`src/design/assert_macros.svh`:
```
// assertion macros used by the beat peak trigger core
`ifndef ASSERT_MACROS_SVH
`define ASSERT_MACROS_SVH

// implication checked at every clock edge outside reset
`define BPTE_ASSERT(lbl, prop, msg) \
    lbl: assert property (@(posedge aclk) disable iff (!aresetn) prop) else $error(msg);

// condition that must hold in the cycle after a trigger
`define BPTE_ASSERT_NEXT(lbl, pre, post, msg) \
    lbl: assert property (@(posedge aclk) disable iff (!aresetn) (pre) |=> (post)) else $error(msg);

`endif

```
`src/design/bpte_pkg.sv`:
```
// types and constants of the beat peak trigger and envelope core
package bpte_pkg;

    localparam logic CMD_FRAME = 1'b0;
    localparam logic CMD_TICK  = 1'b1;

    localparam int EV_TRANS0     = 0;
    localparam int EV_TRANS1     = 1;
    localparam int EV_KICK       = 2;
    localparam int EV_SUPER      = 3;
    localparam int EV_CNN        = 4;
    localparam int EV_SUBBASS    = 5;
    localparam int EV_DENSE      = 6;
    localparam int EV_DROP       = 7;
    localparam int EV_DENSE_EXIT = 8;

    localparam logic [15:0] TH_BAND_PEAK = 16'd31456;
    localparam logic [15:0] TH_BAND_CTX  = 16'd27524;
    localparam logic [15:0] TH_OVERALL   = 16'd11796;
    localparam logic [15:0] TH_RISE      = 16'd2949;
    localparam logic [15:0] TH_SUPPRESS  = 16'd13107;
    localparam logic [15:0] TH_ACTIVE    = 16'd3276;
    localparam logic [23:0] TH_KICK      = 24'd10066;
    localparam logic [7:0]  MIN_ONSETS   = 8'd2;
    localparam logic [15:0] FULL         = 16'hFFFF;

    // kick * 50 * 65535, product then shifted down by 24
    localparam logic [21:0] KICK_SCALE = 22'd3276750;
    localparam logic [15:0] RISE_SCALE = 16'd53740;

    localparam int MUL_A_W = 24;
    localparam int MUL_B_W = 22;
    localparam int MUL_P_W = MUL_A_W + MUL_B_W;

    localparam logic [1:0] REG_MIN_INTERVAL = 2'd0;
    localparam logic [1:0] REG_TRANS_FADE   = 2'd1;
    localparam logic [1:0] REG_DROP_FADE    = 2'd2;

    typedef enum logic [2:0] {
        ST_IDLE,
        ST_FR_A,
        ST_FR_B,
        ST_FR_C,
        ST_TICK_T,
        ST_TICK_D,
        ST_DONE
    } state_t;

    typedef struct packed {
        logic [9:0]  min_peak_interval_ms;
        logic [15:0] trans_fade;
        logic [15:0] drop_fade;
    } cfg_t;

    typedef struct packed {
        logic        command;
        logic [15:0] overall_level;
        logic [15:0] band0_transient;
        logic [15:0] band1_transient;
        logic [23:0] kick_flux;
        logic [8:0]  event_bits;
        logic [7:0]  onset_count;
        logic [31:0] timestamp_ms;
        logic [3:0]  decay_steps;
    } item_t;

    typedef struct packed {
        logic        peak_fired;
        logic        peak_suppressed;
        logic        drop_event;
        logic        dense_exit_event;
        logic [15:0] transient_level;
        logic [15:0] drop_level;
        logic        drop_active;
    } result_t;

endpackage

```
`src/design/bpte_mul.sv`:
```
// shared registered multiplier used for boom scaling and envelope decay
module bpte_mul (
    input  logic                          aclk,
    input  logic [bpte_pkg::MUL_A_W-1:0]  op_a,
    input  logic [bpte_pkg::MUL_B_W-1:0]  op_b,
    output logic [bpte_pkg::MUL_P_W-1:0]  prod
);

    logic [bpte_pkg::MUL_P_W-1:0] prod_reg;

    always_ff @(posedge aclk) begin
        prod_reg <= bpte_pkg::MUL_P_W'(op_a) * bpte_pkg::MUL_P_W'(op_b);
    end

    assign prod = prod_reg;

endmodule

```
`src/design/bpte_core.sv`:
```
// sequencer, envelope state and result register of the beat peak trigger
`include "assert_macros.svh"

module bpte_core #(
    parameter int MAX_DECAY_STEPS = 15
) (
    input  logic               aclk,
    input  logic               aresetn,
    input  bpte_pkg::cfg_t     cfg,
    input  logic               s_tvalid,
    output logic               s_tready,
    input  bpte_pkg::item_t    s_item,
    output logic               m_tvalid,
    input  logic               m_tready,
    output bpte_pkg::result_t  m_res
);

    bpte_pkg::state_t  state_reg, state_next;
    bpte_pkg::item_t   item_reg, item_next;
    bpte_pkg::result_t out_reg, out_next;
    logic              out_valid_reg, out_valid_next;
    logic [3:0]        rem_reg, rem_next;
    logic              chain_reg, chain_next;
    logic [31:0]       last_peak_reg, last_peak_next;
    logic [15:0]       prev_ov_reg, prev_ov_next;
    logic [15:0]       trans_env_reg, trans_env_next;
    logic [15:0]       drop_env_reg, drop_env_next;
    logic              rise_reg, rise_next;
    logic              fired_reg, fired_next;
    logic              supp_reg, supp_next;
    logic [21:0]       kb_reg, kb_next;

    logic [bpte_pkg::MUL_A_W-1:0] mul_a;
    logic [bpte_pkg::MUL_B_W-1:0] mul_b;
    logic [bpte_pkg::MUL_P_W-1:0] prod;
    logic [15:0]                  prod_mid;

    logic [3:0]  steps_in, steps_item;
    logic        onset_peak, low_ctx, rhy_ctx, rise, interval_ok, peak;
    logic [31:0] ts_gap;
    logic [15:0] drop_now, ob, boom;
    logic        is_frame;

    bpte_mul u_mul (
        .aclk (aclk),
        .op_a (mul_a),
        .op_b (mul_b),
        .prod (prod)
    );

    assign prod_mid = prod[31:16];

    assign steps_in   = (8'(s_item.decay_steps) > 8'(MAX_DECAY_STEPS)) ?
                        4'(MAX_DECAY_STEPS) : s_item.decay_steps;
    assign steps_item = (8'(item_reg.decay_steps) > 8'(MAX_DECAY_STEPS)) ?
                        4'(MAX_DECAY_STEPS) : item_reg.decay_steps;

    // peak decision from the held frame
    always_comb begin
        onset_peak = item_reg.event_bits[bpte_pkg::EV_TRANS0]
                  || item_reg.event_bits[bpte_pkg::EV_TRANS1]
                  || item_reg.event_bits[bpte_pkg::EV_KICK]
                  || item_reg.event_bits[bpte_pkg::EV_SUPER]
                  || item_reg.event_bits[bpte_pkg::EV_CNN]
                  || (item_reg.band0_transient > bpte_pkg::TH_BAND_PEAK)
                  || (item_reg.band1_transient > bpte_pkg::TH_BAND_PEAK);
        low_ctx    = (item_reg.band0_transient > bpte_pkg::TH_BAND_CTX)
                  || (item_reg.band1_transient > bpte_pkg::TH_BAND_CTX)
                  || (item_reg.kick_flux > bpte_pkg::TH_KICK)
                  || item_reg.event_bits[bpte_pkg::EV_SUBBASS];
        rhy_ctx    = item_reg.event_bits[bpte_pkg::EV_SUPER]
                  || (item_reg.onset_count >= bpte_pkg::MIN_ONSETS)
                  || item_reg.event_bits[bpte_pkg::EV_DENSE];
        rise       = (item_reg.overall_level > bpte_pkg::TH_OVERALL)
                  && (item_reg.overall_level > prev_ov_reg)
                  && ((item_reg.overall_level - prev_ov_reg) > bpte_pkg::TH_RISE)
                  && (low_ctx || rhy_ctx);
        ts_gap      = item_reg.timestamp_ms - last_peak_reg;
        interval_ok = (item_reg.timestamp_ms == 32'd0)
                   || ((item_reg.timestamp_ms >= last_peak_reg)
                       && (ts_gap >= 32'(cfg.min_peak_interval_ms)));
        peak        = (onset_peak || rise) && interval_ok;
        drop_now    = item_reg.event_bits[bpte_pkg::EV_DROP] ? bpte_pkg::FULL : drop_env_reg;
        ob          = rise_reg ? prod_mid : item_reg.overall_level;
        if (kb_reg[21:16] != 6'd0) begin
            boom = bpte_pkg::FULL;
        end else if (kb_reg[15:0] > ob) begin
            boom = kb_reg[15:0];
        end else begin
            boom = ob;
        end
    end

    assign is_frame = (item_reg.command == bpte_pkg::CMD_FRAME);

    always_comb begin
        state_next     = state_reg;
        item_next      = item_reg;
        out_next       = out_reg;
        out_valid_next = out_valid_reg;
        rem_next       = rem_reg;
        chain_next     = chain_reg;
        last_peak_next = last_peak_reg;
        prev_ov_next   = prev_ov_reg;
        trans_env_next = trans_env_reg;
        drop_env_next  = drop_env_reg;
        rise_next      = rise_reg;
        fired_next     = fired_reg;
        supp_next      = supp_reg;
        kb_next        = kb_reg;
        mul_a          = '0;
        mul_b          = '0;

        if (out_valid_reg && m_tready) begin
            out_valid_next = 1'b0;
        end

        unique case (state_reg)
            bpte_pkg::ST_IDLE: begin
                if (s_tvalid) begin
                    item_next  = s_item;
                    fired_next = 1'b0;
                    supp_next  = 1'b0;
                    rise_next  = 1'b0;
                    chain_next = 1'b0;
                    rem_next   = steps_in;
                    if (s_item.command == bpte_pkg::CMD_TICK) begin
                        state_next = bpte_pkg::ST_TICK_T;
                    end else begin
                        state_next = bpte_pkg::ST_FR_A;
                    end
                end
            end
            bpte_pkg::ST_FR_A: begin
                mul_a         = item_reg.kick_flux;
                mul_b         = bpte_pkg::KICK_SCALE;
                drop_env_next = drop_now;
                rise_next     = rise;
                supp_next     = peak && (drop_now > bpte_pkg::TH_SUPPRESS);
                fired_next    = peak && !(drop_now > bpte_pkg::TH_SUPPRESS);
                prev_ov_next  = item_reg.overall_level;
                if (peak && (item_reg.timestamp_ms != 32'd0)) begin
                    last_peak_next = item_reg.timestamp_ms;
                end
                state_next = bpte_pkg::ST_FR_B;
            end
            bpte_pkg::ST_FR_B: begin
                mul_a      = bpte_pkg::MUL_A_W'(item_reg.overall_level);
                mul_b      = bpte_pkg::MUL_B_W'(bpte_pkg::RISE_SCALE);
                kb_next    = prod[45:24];
                state_next = bpte_pkg::ST_FR_C;
            end
            bpte_pkg::ST_FR_C: begin
                if (fired_reg && (boom > trans_env_reg)) begin
                    trans_env_next = boom;
                end
                state_next = bpte_pkg::ST_DONE;
            end
            bpte_pkg::ST_TICK_T: begin
                if (chain_reg) begin
                    trans_env_next = prod_mid;
                end
                if (rem_reg != 4'd0) begin
                    mul_a      = bpte_pkg::MUL_A_W'(chain_reg ? prod_mid : trans_env_reg);
                    mul_b      = bpte_pkg::MUL_B_W'(cfg.trans_fade);
                    rem_next   = rem_reg - 4'd1;
                    chain_next = 1'b1;
                end else begin
                    chain_next = 1'b0;
                    rem_next   = steps_item;
                    state_next = bpte_pkg::ST_TICK_D;
                end
            end
            bpte_pkg::ST_TICK_D: begin
                if (chain_reg) begin
                    drop_env_next = prod_mid;
                end
                if (rem_reg != 4'd0) begin
                    mul_a      = bpte_pkg::MUL_A_W'(chain_reg ? prod_mid : drop_env_reg);
                    mul_b      = bpte_pkg::MUL_B_W'(cfg.drop_fade);
                    rem_next   = rem_reg - 4'd1;
                    chain_next = 1'b1;
                end else begin
                    chain_next = 1'b0;
                    state_next = bpte_pkg::ST_DONE;
                end
            end
            bpte_pkg::ST_DONE: begin
                if (!out_valid_reg || m_tready) begin
                    out_next.peak_fired       = fired_reg;
                    out_next.peak_suppressed  = supp_reg;
                    out_next.drop_event       = is_frame
                                             && item_reg.event_bits[bpte_pkg::EV_DROP];
                    out_next.dense_exit_event = is_frame
                                             && item_reg.event_bits[bpte_pkg::EV_DENSE_EXIT];
                    out_next.transient_level  = trans_env_reg;
                    out_next.drop_level       = drop_env_reg;
                    out_next.drop_active      = drop_env_reg > bpte_pkg::TH_ACTIVE;
                    out_valid_next            = 1'b1;
                    state_next                = bpte_pkg::ST_IDLE;
                end
            end
            default: begin
                state_next = bpte_pkg::ST_IDLE;
            end
        endcase
    end

    always_ff @(posedge aclk) begin
        if (!aresetn) begin
            state_reg     <= bpte_pkg::ST_IDLE;
            out_valid_reg <= 1'b0;
            rem_reg       <= 4'd0;
            chain_reg     <= 1'b0;
            last_peak_reg <= 32'd0;
            prev_ov_reg   <= 16'd0;
            trans_env_reg <= 16'd0;
            drop_env_reg  <= 16'd0;
            rise_reg      <= 1'b0;
            fired_reg     <= 1'b0;
            supp_reg      <= 1'b0;
        end else begin
            state_reg     <= state_next;
            out_valid_reg <= out_valid_next;
            rem_reg       <= rem_next;
            chain_reg     <= chain_next;
            last_peak_reg <= last_peak_next;
            prev_ov_reg   <= prev_ov_next;
            trans_env_reg <= trans_env_next;
            drop_env_reg  <= drop_env_next;
            rise_reg      <= rise_next;
            fired_reg     <= fired_next;
            supp_reg      <= supp_next;
        end
    end

    always_ff @(posedge aclk) begin
        item_reg <= item_next;
        out_reg  <= out_next;
        kb_reg   <= kb_next;
    end

    assign s_tready = (state_reg == bpte_pkg::ST_IDLE);
    assign m_tvalid = out_valid_reg;
    assign m_res    = out_reg;

    `BPTE_ASSERT(a_fire_xor_supp, m_tvalid |-> !(m_res.peak_fired && m_res.peak_suppressed), "peak both fired and suppressed")
    `BPTE_ASSERT(a_tick_no_flags, (state_reg == bpte_pkg::ST_DONE && item_reg.command == bpte_pkg::CMD_TICK) |-> (!fired_reg && !supp_reg), "tick carries peak flags")
    `BPTE_ASSERT(a_drop_full, (state_reg == bpte_pkg::ST_FR_B && item_reg.event_bits[bpte_pkg::EV_DROP]) |-> (drop_env_reg == bpte_pkg::FULL), "drop event did not fill envelope")
    `BPTE_ASSERT(a_rem_bound, 1'b1 |-> (8'(rem_reg) <= 8'(MAX_DECAY_STEPS)), "decay step count above limit")
    `BPTE_ASSERT_NEXT(a_done_loads, (state_reg == bpte_pkg::ST_DONE && (!out_valid_reg || m_tready)), (m_tvalid && state_reg == bpte_pkg::ST_IDLE), "finished result not loaded")

endmodule

```
`src/design/beat_peak_trigger_envelope_core.sv`:
```
// top level: stream ports, register file and the peak and envelope sequencer
//
//  channel   dir  beat content
//  s_        in   one frame or decay tick per beat (kind in s_tuser)
//  m_        out  one result beat per input beat
//  apb       in   register writes and reads, pready tied high
//
// a feature frame runs FR_A, FR_B, FR_C and DONE up to a loaded result register
// a decay tick runs n steps per envelope, n = min(decay_steps, MAX_DECAY_STEPS),
// on the single shared multiplier doing one decay step per cycle
// s_tready is high only while the sequencer is idle; a result waiting on
// m_tready does not block the next input beat, only its completion
// aresetn is synchronous; it clears envelopes, peak time and previous level
module beat_peak_trigger_envelope_core #(
    parameter int MAX_DECAY_STEPS = 15
) (
    input  logic         aclk,
    input  logic         aresetn,
    input  logic         s_tvalid,
    output logic         s_tready,
    // overall_level, band0_transient, band1_transient, kick_flux, event_bits,
    // onset_count, timestamp_ms, decay_steps, zero fill
    input  logic [127:0] s_tdata,
    // command
    input  logic [0:0]   s_tuser,
    output logic         m_tvalid,
    input  logic         m_tready,
    // peak_fired, peak_suppressed, drop_event, dense_exit_event,
    // transient_level, drop_level, drop_active, zero fill
    output logic [39:0]  m_tdata,
    input  logic         psel,
    input  logic         penable,
    input  logic         pwrite,
    input  logic [3:0]   paddr,
    input  logic [31:0]  pwdata,
    output logic [31:0]  prdata,
    output logic         pready
);

    bpte_pkg::cfg_t    cfg_reg, cfg_next;
    bpte_pkg::item_t   s_item;
    bpte_pkg::result_t m_res;
    logic              wr_en;
    logic [1:0]        reg_idx;

    assign reg_idx = paddr[3:2];
    assign wr_en   = psel && penable && pwrite;
    assign pready  = 1'b1;

    always_comb begin
        cfg_next = cfg_reg;
        if (wr_en) begin
            unique case (reg_idx)
                bpte_pkg::REG_MIN_INTERVAL: cfg_next.min_peak_interval_ms = pwdata[9:0];
                bpte_pkg::REG_TRANS_FADE:   cfg_next.trans_fade           = pwdata[15:0];
                bpte_pkg::REG_DROP_FADE:    cfg_next.drop_fade            = pwdata[15:0];
                default:                    cfg_next                      = cfg_reg;
            endcase
        end
    end

    always_comb begin
        unique case (reg_idx)
            bpte_pkg::REG_MIN_INTERVAL: prdata = 32'(cfg_reg.min_peak_interval_ms);
            bpte_pkg::REG_TRANS_FADE:   prdata = 32'(cfg_reg.trans_fade);
            bpte_pkg::REG_DROP_FADE:    prdata = 32'(cfg_reg.drop_fade);
            default:                    prdata = 32'd0;
        endcase
    end

    always_ff @(posedge aclk) begin
        if (!aresetn) begin
            cfg_reg.min_peak_interval_ms <= 10'd175;
            cfg_reg.trans_fade           <= 16'd55705;
            cfg_reg.drop_fade            <= 16'd62259;
        end else begin
            cfg_reg <= cfg_next;
        end
    end

    always_comb begin
        s_item.command         = s_tuser[0];
        s_item.overall_level   = s_tdata[15:0];
        s_item.band0_transient = s_tdata[31:16];
        s_item.band1_transient = s_tdata[47:32];
        s_item.kick_flux       = s_tdata[71:48];
        s_item.event_bits      = s_tdata[80:72];
        s_item.onset_count     = s_tdata[88:81];
        s_item.timestamp_ms    = s_tdata[120:89];
        s_item.decay_steps     = s_tdata[124:121];
    end

    bpte_core #(
        .MAX_DECAY_STEPS (MAX_DECAY_STEPS)
    ) u_core (
        .aclk     (aclk),
        .aresetn  (aresetn),
        .cfg      (cfg_reg),
        .s_tvalid (s_tvalid),
        .s_tready (s_tready),
        .s_item   (s_item),
        .m_tvalid (m_tvalid),
        .m_tready (m_tready),
        .m_res    (m_res)
    );

    assign m_tdata = {3'd0,
                      m_res.drop_active,
                      m_res.drop_level,
                      m_res.transient_level,
                      m_res.dense_exit_event,
                      m_res.drop_event,
                      m_res.peak_suppressed,
                      m_res.peak_fired};

endmodule

```
`config.mk`:
```
export PLATFORM = sky130hd
export DESIGN_NAME = beat_peak_trigger_envelope_core
export DESIGN_NICKNAME = d
export VERILOG_FILES = /design/src/design/bpte_pkg.sv /design/src/design/bpte_mul.sv /design/src/design/bpte_core.sv /design/src/design/beat_peak_trigger_envelope_core.sv
export VERILOG_INCLUDE_DIRS = /design/src /design/src/design
export SDC_FILE = /design/constraint.sdc
export NUM_CORES = 2
export LEC_CHECK = 0
export ABC_AREA = 1
export BUFFER_PORTS_ARGS = -buffer_cell sky130_fd_sc_hd__buf_2
export CORE_MARGIN = 4
export CORE_UTILIZATION = 45
export CTS_CLUSTER_SIZE = 10
export DETAILED_ROUTE_END_ITERATION = 6
export MAX_ROUTING_LAYER = met4
export PLACE_DENSITY = 0.63
export SYNTH_ARGS = -nofsm -noshare
export SYNTH_HDL_FRONTEND = slang
export SYNTH_SLANG_ARGS = --single-unit
```
`constraint.sdc`:
```
create_clock -name aclk -period 21.3 [get_ports aclk]
set_input_delay 6.39 -clock aclk [delete_from_list [all_inputs] [get_ports aclk]]
set_output_delay 6.39 -clock aclk [all_outputs]
set_load 0.02 [all_outputs]
```
# [Word-level counts from Yosys, hierarchy flattened]
# Index checks and enable logic that the tools add are counted.
[classes] n_eq_ne=16 muxes=36 n_reduce_logical=55 n_bitwise=1 n_addsub=3 magnitude_cmp=15 mul=1
[op_table] operator="$mux 16" count=10
[op_table] operator="$pmux 24 s4" count=1
[op_table] operator="$pmux 22 s4" count=1
[op_table] operator="$gt 16x15->1 const B" count=4
[op_table] operator="$pmux 16 s2" count=2
[op_table] operator="$gt 16x16->1" count=3
[op_table] operator="$mux 24" count=2
[op_table] operator="$pmux 16 s3" count=1
[op_table] operator="$mul 24x22->46" count=1
[op_table] operator="$ge 32x10->1" count=1
[op_table] operator="$ge 32x32->1" count=1
[op_table] operator="$gt 16x12->1 const B" count=2
[op_table] operator="$gt 16x14->1 const B" count=2
[op_table] operator="$logic_not 32->1" count=1
[op_table] operator="$reduce_bool 32->1" count=1
[op_table] operator="$sub 32x32->32" count=1
[op_table] operator="$gt 24x14->1 const B" count=1
[op_table] operator="$pmux 3 s7" count=1
[op_table] operator="$reduce_and 2->1" count=9
[op_table] operator="$sub 16x16->16" count=1
[op_table] operator="$logic_or 1x1->1" count=15
[op_table] operator="$mux 3" count=5
[op_table] operator="$logic_and 1x1->1" count=14
[op_table] operator="$mux 4" count=3
[op_table] operator="other kinds (23)" count=44
[totals] reg_bits=365 out_inout_bits=75 elab_cells=159 input_bits=172

# [Logic depth before layout (Yosys ltp)]
[logic_depth] ltp_word=10 mapped_depth=39 mapped_depth_nobuf=37

# [Modules after synthesis]
# A second synthesis with hierarchy kept.
[unflattened] cells_unflattened=4949 area_unflattened_um2=37571.0
[by_module_without_submodules] mod="bpte_mul" n_inst=1 cells_per_inst=2587 seq_area_each_um2=920.9 area_per_inst_um2=19352.3
[by_module_without_submodules] mod="bpte_core" n_inst=1 cells_per_inst=2053 seq_area_each_um2=7367.1 area_per_inst_um2=16168.0
[by_module_without_submodules] mod="beat_peak_trigger_envelope_core" n_inst=1 cells_per_inst=309 seq_area_each_um2=840.8 area_per_inst_um2=2050.7

# [Worst setup path after synthesis]
# No wires, ideal clock.
[synth_path] path_kind="in2out" start="in paddr[3]" end="out prdata[5]" n_path_buf=1 t_arrival_ns=7.234 t_required_ns=14.910 setup_slack_ns=7.676 cell_stages=5 path_cell_list="inv_1 -> nor2_1 -> clkbuf_1 -> nand2_1 -> o211ai_1"
[synth_between] elab_chain_len=2 elab_cells_between_ends=4 cone_classes="2 x eq/ne; 1 x mux; 1 x reduce/logical"
[synth_lines] item="start: declaration" line="beat_peak_trigger_envelope_core.sv:34" rtl="input logic [3:0] paddr,"
[synth_lines] item="$eq 2x2->1 (tied with other cells)" line="beat_peak_trigger_envelope_core.sv:63" rtl="unique case (reg_idx)"
[synth_lines] item="$pmux 16 s3 (*)" line="beat_peak_trigger_envelope_core.sv:63"
[synth_lines] item="end: declaration" line="beat_peak_trigger_envelope_core.sv:36" rtl="output logic [31:0] prdata,"
# Mark *: on every way between the ends. The rest lies on a longest branch, timed or not.

# [Final worst setup path]
[layout_path] start="in paddr[3]" end="out prdata[0]"
# The elaborated chain is that of the path after synthesis.

==> metrics <==
Reg2Reg Depth 33; Gate Count Post-Synth 4315; placed instance area 36400 um^2; antenna-violating nets left 0; largest net degree at the start of global routing 85; Worst Skew 33.0 ps; layout cell share with drive strength beyond 1 0.0788; Clock Pin Slew Worst Setup and Hold Paths 50 ps; number of buffers created by CTS 43; PostCTS Resize Cnt 0; M3 GR Usage 0.0330; # port buffers 204; clk_lat worst skew 570 ps; Crit. End Element output port; CTS sink cnt 348; ys async rst share 0; DRC violations left 0; fin area 37700 um^2; wire length per cell 17.5 um; total grt overflow 0; Yosys top cell area share 0.213; initial core utilization 0.453; DP HPWL 78600 um; Tcrit/Tclk final 0.668; final WL 96800 um; register bit total from synthesis 348; CP Launch Point paddr[3]; core footprint 75800 um^2; post-synthesis area per instance 7.96 um^2; Clock Path Buffers 3; crit path kind input port to output port; max capacitance violation total 0; Distinct cells, synth 63; DR iter-0 viols 2013; Syn-to-layout area delta 9.82%; ys flop type edfxtp_1; synth warn 0; CTS H-tree depth 2; Worst R2R End u_core.u_mul.prod[38]; post-synthesis compound-gate area fraction 0.0918; Critical Path End prdata[0]; Max Clock Freq 0.0703 GHz; Synth Area in XOR/XNOR 0.0107; Worst Hold Class flop to flop; top post-synthesis cells by count 1012 x inv_1, 850 x nand2_1, 443 x nor2_1, 365 x fa_1, 298 x ha_1; setup bufs post-CTS 0; global-route wire length before repair 153000 um; RR Startpoint u_core.state_reg[1]; height of the die 284 um; crit path max fanout 15; crit path DAT 7840 ps; vias in the first global route 27852; DRT Pass-1 Iters 7; GPL Wtd Cong 0.942; internal reg-to-reg setup slack 11920 ps; Hold Buf Count CTS 0; Ports 247; antenna violations before repair 1; Slew Viols, Final 0; gr usage total 0.245; Synth Cell Area 34400 um^2; Via-to-Cell Ratio 5.09; RSZ-0062 raised after global routing false; die area 80800 um^2; Worst setup SP type input port; main combinational cell family by area after synthesis adder cells; M1 GR Usage 0.319; Synth Area in Simple Gates 0.189; Synth area leader fa_1; Via Count 28107; Rows 101; final hold violation count 0; count leader, synth inv_1; mux cell area share after synthesis 0; CTS tree done; min Tclk post-route 14230 ps; top cells by area, synth fa_1 21%, edfxtp_1 16%, inv_1 11%, ha_1 11%, dfxtp_1 9.6%; setup_tns 0 ps; status completed; nets@finish 5345; M2 GR Usage 0.398; Root Driver clkbuf_16; sequential share of the synthesized area 0.256; max FFs per register 121; Die X-Extent 284 um; Worst Tran Pin Value 1200 ps; synthesized-area fraction occupied by adder cells 0.321; Setup violations, final 0; relative slew slack 0.196; GRT busiest layer met2; CP required 14910 ps; Post-synth EDFFs 184
==> cell usage in the layout (no fill, tap or decap), types with 7 or more instances in the layout <==
master,synthesis,routed
inv_1,1012,1011
nand2_1,850,850
nor2_1,443,440
fa_1,365,365
ha_1,298,298
a21oi_1,206,206
buf_2,6,203
edfxtp_1,184,184
dfxtp_1,164,164
o21ai_0,134,134
nand3_1,105,105
nand4_1,68,68
clkbuf_16,0,45
conb_1,2,44
o211ai_1,38,38
nor3_1,34,33
xor2_1,33,33
buf_4,24,29
o21bai_1,27,27
clkbuf_1,75,25
a31oi_1,18,18
nor4_1,19,18
inv_2,14,15
o22ai_1,15,15
a221oi_1,17,14
o21a_1,13,13
clkinv_1,10,11
a22o_1,11,11
nor2_2,8,10
xnor2_1,9,9
nor3_2,7,8
o21ai_1,8,8
nand3b_1,8,8
nand2_2,8,7
==> critical path: stages <==
cell and delay (ps):
buf_2 90, inv_1 40, nor2_1 710, inv_1 200, o221ai_1 210, buf_2 200
==> area by class of cell <==
class | instances | area (um^2)
clock buffer | 72 | 1250
multi-input combinational | 2846 | 21300
inverter | 1039 | 3910
tap | 978 | 1220
antenna | 1 | 2.50
clock inverter | 7 | 55.1
timing repair buffer | 232 | 1230
fill | 7537 | 38100
sequential | 348 | 8810
==> stage by stage <==
| stage | setup WS, ps | std cells | util | hold slack [ps] |
|---|---|---|---|---|
| floorplan | 7680 | 4357 | - | 386 |
| global placement | 7180 | 5443 | 0.480 | 386 |
| detailed placement | 7110 | 5443 | 0.480 | 389 |
| CTS | 7100 | 5522 | 0.498 | 401 |
| global route | 6890 | 5522 | 0.498 | 408 |
| finish | 7070 | 5523 | 0.498 | 401 |
==> how the worst min path moves through the flow <==
stage | from | to | cells after the start
finish | u_core.u_mul.prod[43] | u_core.kb_reg[19] | 0
global route | u_core.u_mul.prod[35] | u_core.kb_reg[11] | 0
CTS | u_core.u_mul.prod[40] | u_core.kb_reg[16] | 0
detailed placement | u_core.u_mul.prod[40] | u_core.kb_reg[16] | 0
global placement | u_core.u_mul.prod[44] | u_core.kb_reg[20] | 0
floorplan | u_core.u_mul.prod[34] | u_core.kb_reg[10] | 0
==> logic make-up (layout without fill, tap and decap cells) <==
family | after synthesis | in the layout
DFF | 348 | 348
and+or+nand+nor | 1568 | 1568
adders and majority gates | 663 | 663
xor gates and xnor gates | 42 | 42
AOI/OAI and AO/OA | 529 | 529
buffers and inverters | 1163 | 1350
other | 2 | 45
==> per-layer routing <==
layer  wire [um]  vias to the layer above
met5           0                        -
met2       45300                      827
met4        3400                        0
met3        5450                      173
met1       42700                    13359
li1            -                    13748
Power is not shown: default switching activity piles up to over one toggle a cycle in this logic, so the estimate is an artifact.
